**config.mk**
```make
export PLATFORM = sky130hd
export DESIGN_NAME = int_to_radix_ascii
export DESIGN_NICKNAME = d
export VERILOG_FILES = /design/src/hw/rtl/ira_pkg.sv /design/src/hw/rtl/ira_divider.sv /design/src/hw/rtl/ira_digit_ram.sv /design/src/hw/rtl/int_to_radix_ascii.sv
export SDC_FILE = /design/constraint.sdc
export NUM_CORES = 1
export LEC_CHECK = 0
export BUFFER_PORTS_ARGS = -buffer_cell sky130_fd_sc_hd__buf_2
export CAP_MARGIN = 15
export CORE_MARGIN = 2
export CORE_UTILIZATION = 60
export CTS_CLUSTER_SIZE = 24
export DETAILED_ROUTE_END_ITERATION = 7
export PLACE_DENSITY = 0.78
export SLEW_MARGIN = 20
export SYNTH_ARGS = -nofsm -noshare
export SYNTH_HDL_FRONTEND = slang
export SYNTH_SLANG_ARGS = --single-unit
```
**constraint.sdc**
```tcl
create_clock -name clk -period 3.2 [get_ports clk]
set_input_delay 0.32 -clock clk [delete_from_list [all_inputs] [get_ports clk]]
set_output_delay 0.32 -clock clk [all_outputs]
set_load 0.01 [all_outputs]
```
**src/hw/rtl/ira_pkg.sv**
```systemverilog
// Shared types, constants and the digit-to-character function for the
// integer to radix ASCII converter. No dependencies.

package ira_pkg;

  localparam int VALUE_BITS = 32;
  localparam int CNT_W      = $clog2(VALUE_BITS + 1);
  localparam int IDX_W      = $clog2(VALUE_BITS);
  localparam int RADIX_W    = 6;

  localparam logic [RADIX_W-1:0] MIN_RADIX     = RADIX_W'(2);
  localparam logic [RADIX_W-1:0] MAX_RADIX     = RADIX_W'(36);
  localparam logic [RADIX_W-1:0] DEFAULT_RADIX = RADIX_W'(10);
  localparam logic [RADIX_W-1:0] DIGIT_TEN     = RADIX_W'(10);

  localparam logic [7:0] CHAR_ZERO    = 8'h30;
  localparam logic [7:0] CHAR_UPPER_A = 8'h41;
  localparam logic [7:0] CHAR_LOWER_A = 8'h61;
  localparam logic [7:0] CHAR_MINUS   = 8'h2D;

  typedef struct packed {
    logic signed [VALUE_BITS-1:0] value;
    logic [RADIX_W-1:0]           base;
    logic                         upper_case;
  } in_beat_t;

  typedef struct packed {
    logic [7:0] char_code;
    logic       last;
  } out_beat_t;

  function automatic logic [7:0] digit_char(input logic [RADIX_W-1:0] d,
                                            input logic upper);
    logic [7:0] letter_base;
    letter_base = upper ? CHAR_UPPER_A : CHAR_LOWER_A;
    if (d < DIGIT_TEN) begin
      return CHAR_ZERO + 8'(d);
    end
    return letter_base + 8'(d) - 8'(DIGIT_TEN);
  endfunction

endpackage

```
**src/hw/rtl/ira_divider.sv**
```systemverilog
// Restoring divider that yields one quotient bit per cycle, dividing the
// magnitude by the radix. Depends on ira_pkg.

module ira_divider
  import ira_pkg::*;
(
  input  logic                  clk,
  input  logic                  rst_n,
  input  logic                  start,
  input  logic [VALUE_BITS-1:0] dividend,
  input  logic [RADIX_W-1:0]    divisor,
  output logic                  done,
  output logic [VALUE_BITS-1:0] quotient,
  output logic [RADIX_W-1:0]    remainder
);

  logic                  busy_r, busy_nxt;
  logic                  done_r, done_nxt;
  logic [CNT_W-1:0]      bits_r, bits_nxt;
  logic [VALUE_BITS-1:0] q_r, q_nxt;
  logic [RADIX_W-1:0]    r_r, r_nxt;
  logic [RADIX_W:0]      trial;
  logic [RADIX_W:0]      diff;
  logic                  fits;

  assign trial = {r_r, q_r[VALUE_BITS-1]};
  assign fits  = trial >= {1'b0, divisor};
  assign diff  = trial - {1'b0, divisor};

  always_comb begin
    busy_nxt = busy_r;
    done_nxt = 1'b0;
    bits_nxt = bits_r;
    q_nxt    = q_r;
    r_nxt    = r_r;
    if (start) begin
      busy_nxt = 1'b1;
      bits_nxt = CNT_W'(VALUE_BITS);
      q_nxt    = dividend;
      r_nxt    = '0;
    end else if (busy_r) begin
      q_nxt    = {q_r[VALUE_BITS-2:0], fits};
      r_nxt    = fits ? diff[RADIX_W-1:0] : trial[RADIX_W-1:0];
      bits_nxt = bits_r - CNT_W'(1);
      if (bits_r == CNT_W'(1)) begin
        busy_nxt = 1'b0;
        done_nxt = 1'b1;
      end
    end
  end

  always_ff @(posedge clk) begin
    if (!rst_n) begin
      busy_r <= 1'b0;
      done_r <= 1'b0;
      bits_r <= '0;
    end else begin
      busy_r <= busy_nxt;
      done_r <= done_nxt;
      bits_r <= bits_nxt;
    end
    q_r <= q_nxt;
    r_r <= r_nxt;
  end

  assign done      = done_r;
  assign quotient  = q_r;
  assign remainder = r_r;

endmodule

```
**src/hw/rtl/ira_digit_ram.sv**
```systemverilog
// Digit store: one write port and one registered read port, holding digit
// values least significant first. Depends on ira_pkg.

module ira_digit_ram
  import ira_pkg::*;
(
  input  logic               clk,
  input  logic               wr_en,
  input  logic [IDX_W-1:0]   wr_addr,
  input  logic [RADIX_W-1:0] wr_data,
  input  logic               rd_en,
  input  logic [IDX_W-1:0]   rd_addr,
  output logic [RADIX_W-1:0] rd_data
);

  logic [RADIX_W-1:0] mem [VALUE_BITS];
  logic [RADIX_W-1:0] rd_data_r;

  always_ff @(posedge clk) begin
    if (wr_en) begin
      mem[wr_addr] <= wr_data;
    end
    if (rd_en) begin
      rd_data_r <= mem[rd_addr];
    end
  end

  assign rd_data = rd_data_r;

endmodule

```
**src/hw/rtl/int_to_radix_ascii.sv**
```systemverilog
// Top level of the integer to radix ASCII converter: sequencer, divider
// and digit store. Depends on ira_pkg, ira_divider and ira_digit_ram.
//
// Usage: the input channel (in_valid, in_ready, in_data) takes one beat
// holding a signed value, a radix and a letter-case flag. A radix outside
// 2 to 36 is treated as ten. The output channel (out_valid, out_ready,
// out_data) gives one beat per character, most significant first, with a
// leading minus sign for negative values and last set on the final one.
// Zero gives the single character '0'.
// Timing: each digit costs one pass of the shared one-bit-per-cycle divider,
// which takes one divide step per value bit plus a start and a write-back.
// Emission then passes each digit character through a read state and a
// load state, as the digit store has a registered read port, and a minus
// sign through a state of its own.
// in_ready is high only while the sequencer is idle; the final character may
// still sit in the output register while the next beat is accepted.
// When the receiver stalls, the output register holds its beat and the
// sequencer waits. Reset returns the sequencer to idle and empties the
// output register; the digit store is not cleared.

module int_to_radix_ascii
  import ira_pkg::*;
(
  input  logic      clk,
  input  logic      rst_n,
  input  logic      in_valid,
  output logic      in_ready,
  input  in_beat_t  in_data,
  output logic      out_valid,
  input  logic      out_ready,
  output out_beat_t out_data
);

  typedef enum logic [5:0] {
    S_IDLE  = 6'b000001,
    S_START = 6'b000010,
    S_WAIT  = 6'b000100,
    S_SIGN  = 6'b001000,
    S_READ  = 6'b010000,
    S_LOAD  = 6'b100000
  } seq_state_t;

  seq_state_t            state_r, state_nxt;
  logic [VALUE_BITS-1:0] mag_r, mag_nxt;
  logic [RADIX_W-1:0]    radix_r, radix_nxt;
  logic                  neg_r, neg_nxt;
  logic                  upper_r, upper_nxt;
  logic [CNT_W-1:0]      cnt_r, cnt_nxt;
  logic [IDX_W-1:0]      idx_r, idx_nxt;
  logic                  out_valid_r, out_valid_nxt;
  out_beat_t             out_r, out_nxt;

  logic                  accept;
  logic                  out_free;
  logic                  div_start;
  logic                  div_done;
  logic [VALUE_BITS-1:0] div_quot;
  logic [RADIX_W-1:0]    div_rem;
  logic                  ram_wr_en;
  logic                  ram_rd_en;
  logic [RADIX_W-1:0]    ram_rd_data;
  logic                  in_neg;
  logic [RADIX_W-1:0]    in_radix;
  logic                  load_last;

  assign in_ready = (state_r == S_IDLE);
  assign accept   = in_valid && in_ready;
  assign out_free = !out_valid_r || out_ready;
  assign in_neg   = in_data.value[VALUE_BITS-1];
  assign in_radix = (in_data.base < MIN_RADIX || in_data.base > MAX_RADIX) ?
                    DEFAULT_RADIX : in_data.base;

  assign div_start = (state_r == S_START);
  assign ram_wr_en = (state_r == S_WAIT) && div_done;
  assign ram_rd_en = (state_r == S_READ);
  assign load_last = (state_r == S_LOAD) && out_free && (idx_r == '0);

  always_comb begin
    state_nxt     = state_r;
    mag_nxt       = mag_r;
    radix_nxt     = radix_r;
    neg_nxt       = neg_r;
    upper_nxt     = upper_r;
    cnt_nxt       = cnt_r;
    idx_nxt       = idx_r;
    out_valid_nxt = out_valid_r && !out_ready;
    out_nxt       = out_r;
    case (state_r)
      S_IDLE: begin
        if (accept) begin
          mag_nxt   = in_neg ? (~in_data.value + VALUE_BITS'(1)) : in_data.value;
          radix_nxt = in_radix;
          neg_nxt   = in_neg;
          upper_nxt = in_data.upper_case;
          cnt_nxt   = '0;
          state_nxt = S_START;
        end
      end
      S_START: begin
        state_nxt = S_WAIT;
      end
      S_WAIT: begin
        if (div_done) begin
          mag_nxt = div_quot;
          cnt_nxt = cnt_r + CNT_W'(1);
          if (div_quot == '0) begin
            idx_nxt   = cnt_r[IDX_W-1:0];
            state_nxt = neg_r ? S_SIGN : S_READ;
          end else begin
            state_nxt = S_START;
          end
        end
      end
      S_SIGN: begin
        if (out_free) begin
          out_valid_nxt     = 1'b1;
          out_nxt.char_code = CHAR_MINUS;
          out_nxt.last      = 1'b0;
          state_nxt         = S_READ;
        end
      end
      S_READ: begin
        state_nxt = S_LOAD;
      end
      S_LOAD: begin
        if (out_free) begin
          out_valid_nxt     = 1'b1;
          out_nxt.char_code = digit_char(ram_rd_data, upper_r);
          out_nxt.last      = (idx_r == '0);
          if (idx_r == '0) begin
            state_nxt = S_IDLE;
          end else begin
            idx_nxt   = idx_r - IDX_W'(1);
            state_nxt = S_READ;
          end
        end
      end
      default: begin
        state_nxt = S_IDLE;
      end
    endcase
  end

  always_ff @(posedge clk) begin
    if (!rst_n) begin
      state_r     <= S_IDLE;
      out_valid_r <= 1'b0;
      cnt_r       <= '0;
      neg_r       <= 1'b0;
      upper_r     <= 1'b0;
      radix_r     <= DEFAULT_RADIX;
      mag_r       <= '0;
    end else begin
      state_r     <= state_nxt;
      out_valid_r <= out_valid_nxt;
      cnt_r       <= cnt_nxt;
      neg_r       <= neg_nxt;
      upper_r     <= upper_nxt;
      radix_r     <= radix_nxt;
      mag_r       <= mag_nxt;
    end
    idx_r <= idx_nxt;
    out_r <= out_nxt;
  end

  ira_divider u_divider (
    .clk       (clk),
    .rst_n     (rst_n),
    .start     (div_start),
    .dividend  (mag_r),
    .divisor   (radix_r),
    .done      (div_done),
    .quotient  (div_quot),
    .remainder (div_rem)
  );

  ira_digit_ram u_digit_ram (
    .clk     (clk),
    .wr_en   (ram_wr_en),
    .wr_addr (cnt_r[IDX_W-1:0]),
    .wr_data (div_rem),
    .rd_en   (ram_rd_en),
    .rd_addr (idx_r),
    .rd_data (ram_rd_data)
  );

  assign out_valid = out_valid_r;
  assign out_data  = out_r;

  a_accept_starts_div: assert property (@(posedge clk) disable iff (!rst_n)
    accept |=> (state_r == S_START))
    else $error("Accepted beat did not start a division.");

  a_rem_below_radix: assert property (@(posedge clk) disable iff (!rst_n)
    ram_wr_en |-> (div_rem < radix_r))
    else $error("Stored digit is not below the radix.");

  a_digit_count_bound: assert property (@(posedge clk) disable iff (!rst_n)
    cnt_r <= CNT_W'(VALUE_BITS))
    else $error("Digit count exceeds the value width.");

  a_last_ends_item: assert property (@(posedge clk) disable iff (!rst_n)
    load_last |=> (state_r == S_IDLE) && out_valid && out_data.last)
    else $error("Final character did not return the sequencer to idle.");

  a_wait_has_no_start: assert property (@(posedge clk) disable iff (!rst_n)
    (state_r == S_START) |=> !div_done)
    else $error("Divider finished in the cycle after its start.");

endmodule
```
==> impl_results.md <==
* Unrepaired setup endpoints after global routing: false
* Remaining DRCs at 0
* Post-synthesis compound-gate area fraction at 0.0982
* WL per Instance at 20.7 um
* Element type at the critical path start: flop
* Clock tree buffer depth at 3
* Syn_area_per_cell at 13.2 sq um
* Vias at 8,816
* # port buffers at 53
* WP data required at 3.40 ns
* Final hold violations at 0
* Layout cells sized above 1 at 0.189
* Synth Flop Type: edfxtp_1
* Max incr delay on CP at 0.59 ns
* Vias in the first global route at 8,780
* Synth Area in Adders at 0.0245
* Num rows at 55
* GRT overflow at 0
* Setup Fix Bufs, Post-CTS at 0
* DRT Pass-1 Iters at 5
* Initial antenna violation count at 0
* Die Footprint at 24,300 sq um
* Core Util, Final at 0.687
* Xor and xnor fraction of the mapped netlist area at 0.0284
* Sequential area share after synthesis at 0.624
* Tmin final at 2.83 ns
* Post-synth EDFFs at 244
* Critical path origin: state_r[3]$_SDFFE_PN0P_
* DIE WIDTH at 156 um
* Slew headroom at 0.453
* Ports at 54
* Antenna violation net count after detailed routing at 0
* H-tree depth at 1
* Slew Limit Fails at 0
* CP endpoint: u_digit_ram.mem[14][4]$_DFFE_PP_
* Worst R2R Start: state_r[3]$_SDFFE_PN0P_
* Layout Nets at 1,184
* Max_cap viols at 0
* Count of cell types in the netlist at 59
* Fmax at 0.353 GHz
* Synthesized instance count at 1,053
* CTS root buffer: clkbuf_16
* Largest family of logic cells by synthesized area: multiplexers
* CTS Hold Bufs at 2
* Core Region at 22,600 sq um
* TNS Setup at 0 ns
* First-pass GRT wire length at 47,300 um
* Routed vias/inst at 6.19
* Post-synth ARST share at 0
* Run status: complete, no violations
* GRT Total Usage at 0.249
* Setup Crit Path Kind: flop to flop
* Slowest CP cell: or4b_1
* Critical path arrival at 3.03 ns
* CTS resizes at 0
* Register bit total from synthesis at 310
* Initial DRC Count at 714
* Largest net degree at the start of global routing at 70
* CTS buffer count at 31
* Synth Net Count at 1,122
* Worst r2r dst: u_digit_ram.mem[14][4]$_DFFE_PP_
* Clk_skew at 0.0214 ns
* CTS Sinks at 310
* DIE HEIGHT at 156 um
* R2r worst-path depth at 5
* Multiplexer share of the synthesized area at 0.105
* Worst vdd ir at 0.000539 V
* P per Cell Area at 705 nW/um^2
* DPL Wire Length at 19,100 um
* Least-Margin Pin Slew at 0.819 ns
* YS warnings at 0
* CP Max Fanout at 9
* Tcrit/Tclk final at 0.885
* Cell area after synthesis at 13,900 sq um
* TritonCTS clock tree: yes
* Worst reg-to-reg setup slack at 0.37 ns
* Initial Utilization at 0.612
* Worst hold path class: input pin to flop
* Critical Path, Cell by Cell: or4b_1, nor3_2, and2_0, nand2_1, nor2_1
* Final wirelength at 29,600 um
* Antenna Cells at 0
* RD Place Congestion at 0.875
* Final setup fails at 0
* Skew-Pair Late Insertion Delay at 0.56 ns
* Post-synthesis simple-gate area fraction at 0.0954
* Setup crit end kind: flop
* Clock-pin transition on the worst setup and hold timing paths at 0.06 ns
* Area growth syn-to-layout at 12.2%
* Leak at 0.00542 uW
## critical path, delay by kind of cell, from the launching register on
| kind | cells | cell delay (ns) |
|---|---|---|
| AND/OR/NAND/NOR | 5 | 2.09 |
| flip-flops | 1 | 0.39 |
## synthesized netlist by cell type (all sizes together) (12+ instances only)
library cell	n	area (sq um)
o221ai	21	184
edfxtp	244	7330
xnor2	16	140
dfxtp	66	1320
o22ai	19	119
nor2	95	357
mux2	34	383
mux2i	40	400
o31ai	14	105
nand2	62	233
ha	24	300
o21ai	48	240
xor2	29	254
nor4	12	75.1
clkbuf	52	195
nand3	23	115
a21oi	58	290
mux4	30	676
inv	25	93.8
## flip-flops by register name (all words and copies together), names as in the netlist
signal	count
radix_r	6
u_divider.busy_r	1
upper_r	1
out_data	9
u_divider.quotient	32
u_digit_ram.mem	192
u_divider.done	1
out_valid	1
mag_r	32
idx_r	5
u_divider.remainder	6
neg_r	1
u_divider.bits_r	6
u_digit_ram.rd_data	6
state_r	6
cnt_r	5
## worst min-delay path by stage
stage	startpoint	cells past startpoint	slack [ns]	to
final	in_data[2]	3	0.02	radix_r[1]$_SDFFE_PN1P_
after global routing	in_data[2]	3	0.03	radix_r[1]$_SDFFE_PN1P_
after CTS	in_data[2]	3	0.007	radix_r[1]$_SDFFE_PN1P_
after detailed placement	mag_r[1]$_SDFFE_PN0P_	2	0.45	mag_r[1]$_SDFFE_PN0P_
after global placement	radix_r[4]$_SDFFE_PN0P_	2	0.44	radix_r[4]$_SDFFE_PN0P_
after floorplan	radix_r[4]$_SDFFE_PN0P_	2	0.43	radix_r[4]$_SDFFE_PN0P_
## where the power goes
group | internal [uW] | switching [uW]
logic | 766 | 1410
clock network | 2030 | 1470
registers | 5070 | 216
total | 7870 | 3090
## routing by layer
layer | vias up | GRT usage | wire length (um)
met3 | 47 | 0.0331 | 1810
met4 | 0 | 0.0642 | 673
li1 | 4151 | - | -
met5 | - | 0 | 0
met2 | 316 | 0.422 | 14400
met1 | 4302 | 0.345 | 12700
## kinds of logic (layout without fill, tap and decap cells)
group                    Yosys count  after routing
AO/OA/AOI/OAI                    212            212
flip-flops                       310            310
XOR/XNOR                          45             45
multiplexers                     104            104
AND/OR/NAND/NOR                  269            269
buffers and inverters             87            174
adder cells (fa/ha/maj)           26             26
## through the flow
step	instances	instance area, sq um	power, uW	setup slack, ns	hold slack (ns)
6_report	1425	15600	11000	0.367	0.0208
5_1_grt	1425	15600	11400	0.246	0.0317
4_1_cts	1425	15600	11000	0.373	0.00705
3_5_place_dp	1365	14500	7540	0.396	0.448
3_3_place_gp	1365	14500	7490	0.523	0.442
2_1_floorplan	1053	13900	6760	0.551	0.432
## area by class of cell
cell class	instances	area (sq um)
sequential	310	8650
clock inverter	7	46.3
inverter	25	93.8
fill	1549	7080
multi-input combinational	656	4880
clock buffer	51	953
timing repair buffer	91	581
tap	285	357
## cells in the final DEF (no fill, tap or decap), drive strengths merged, types with 8 or more instances in the layout
cell | synthesis | layout
edfxtp | 244 | 244
nor2 | 95 | 95
buf | 10 | 89
dfxtp | 66 | 66
nand2 | 62 | 62
a21oi | 58 | 58
clkbuf | 52 | 51
o21ai | 48 | 48
mux2i | 40 | 40
mux2 | 34 | 34
mux4 | 30 | 30
xor2 | 29 | 29
inv | 25 | 27
ha | 24 | 24
nand3 | 23 | 23
o221ai | 21 | 21
o22ai | 19 | 19
xnor2 | 16 | 16
o31ai | 14 | 14
nor4 | 12 | 12
or3 | 10 | 10
nor3 | 10 | 10
or4 | 10 | 10
a211oi | 9 | 9
o41ai | 9 | 9
o211ai | 8 | 8
(Power assumes the default switching activity.)
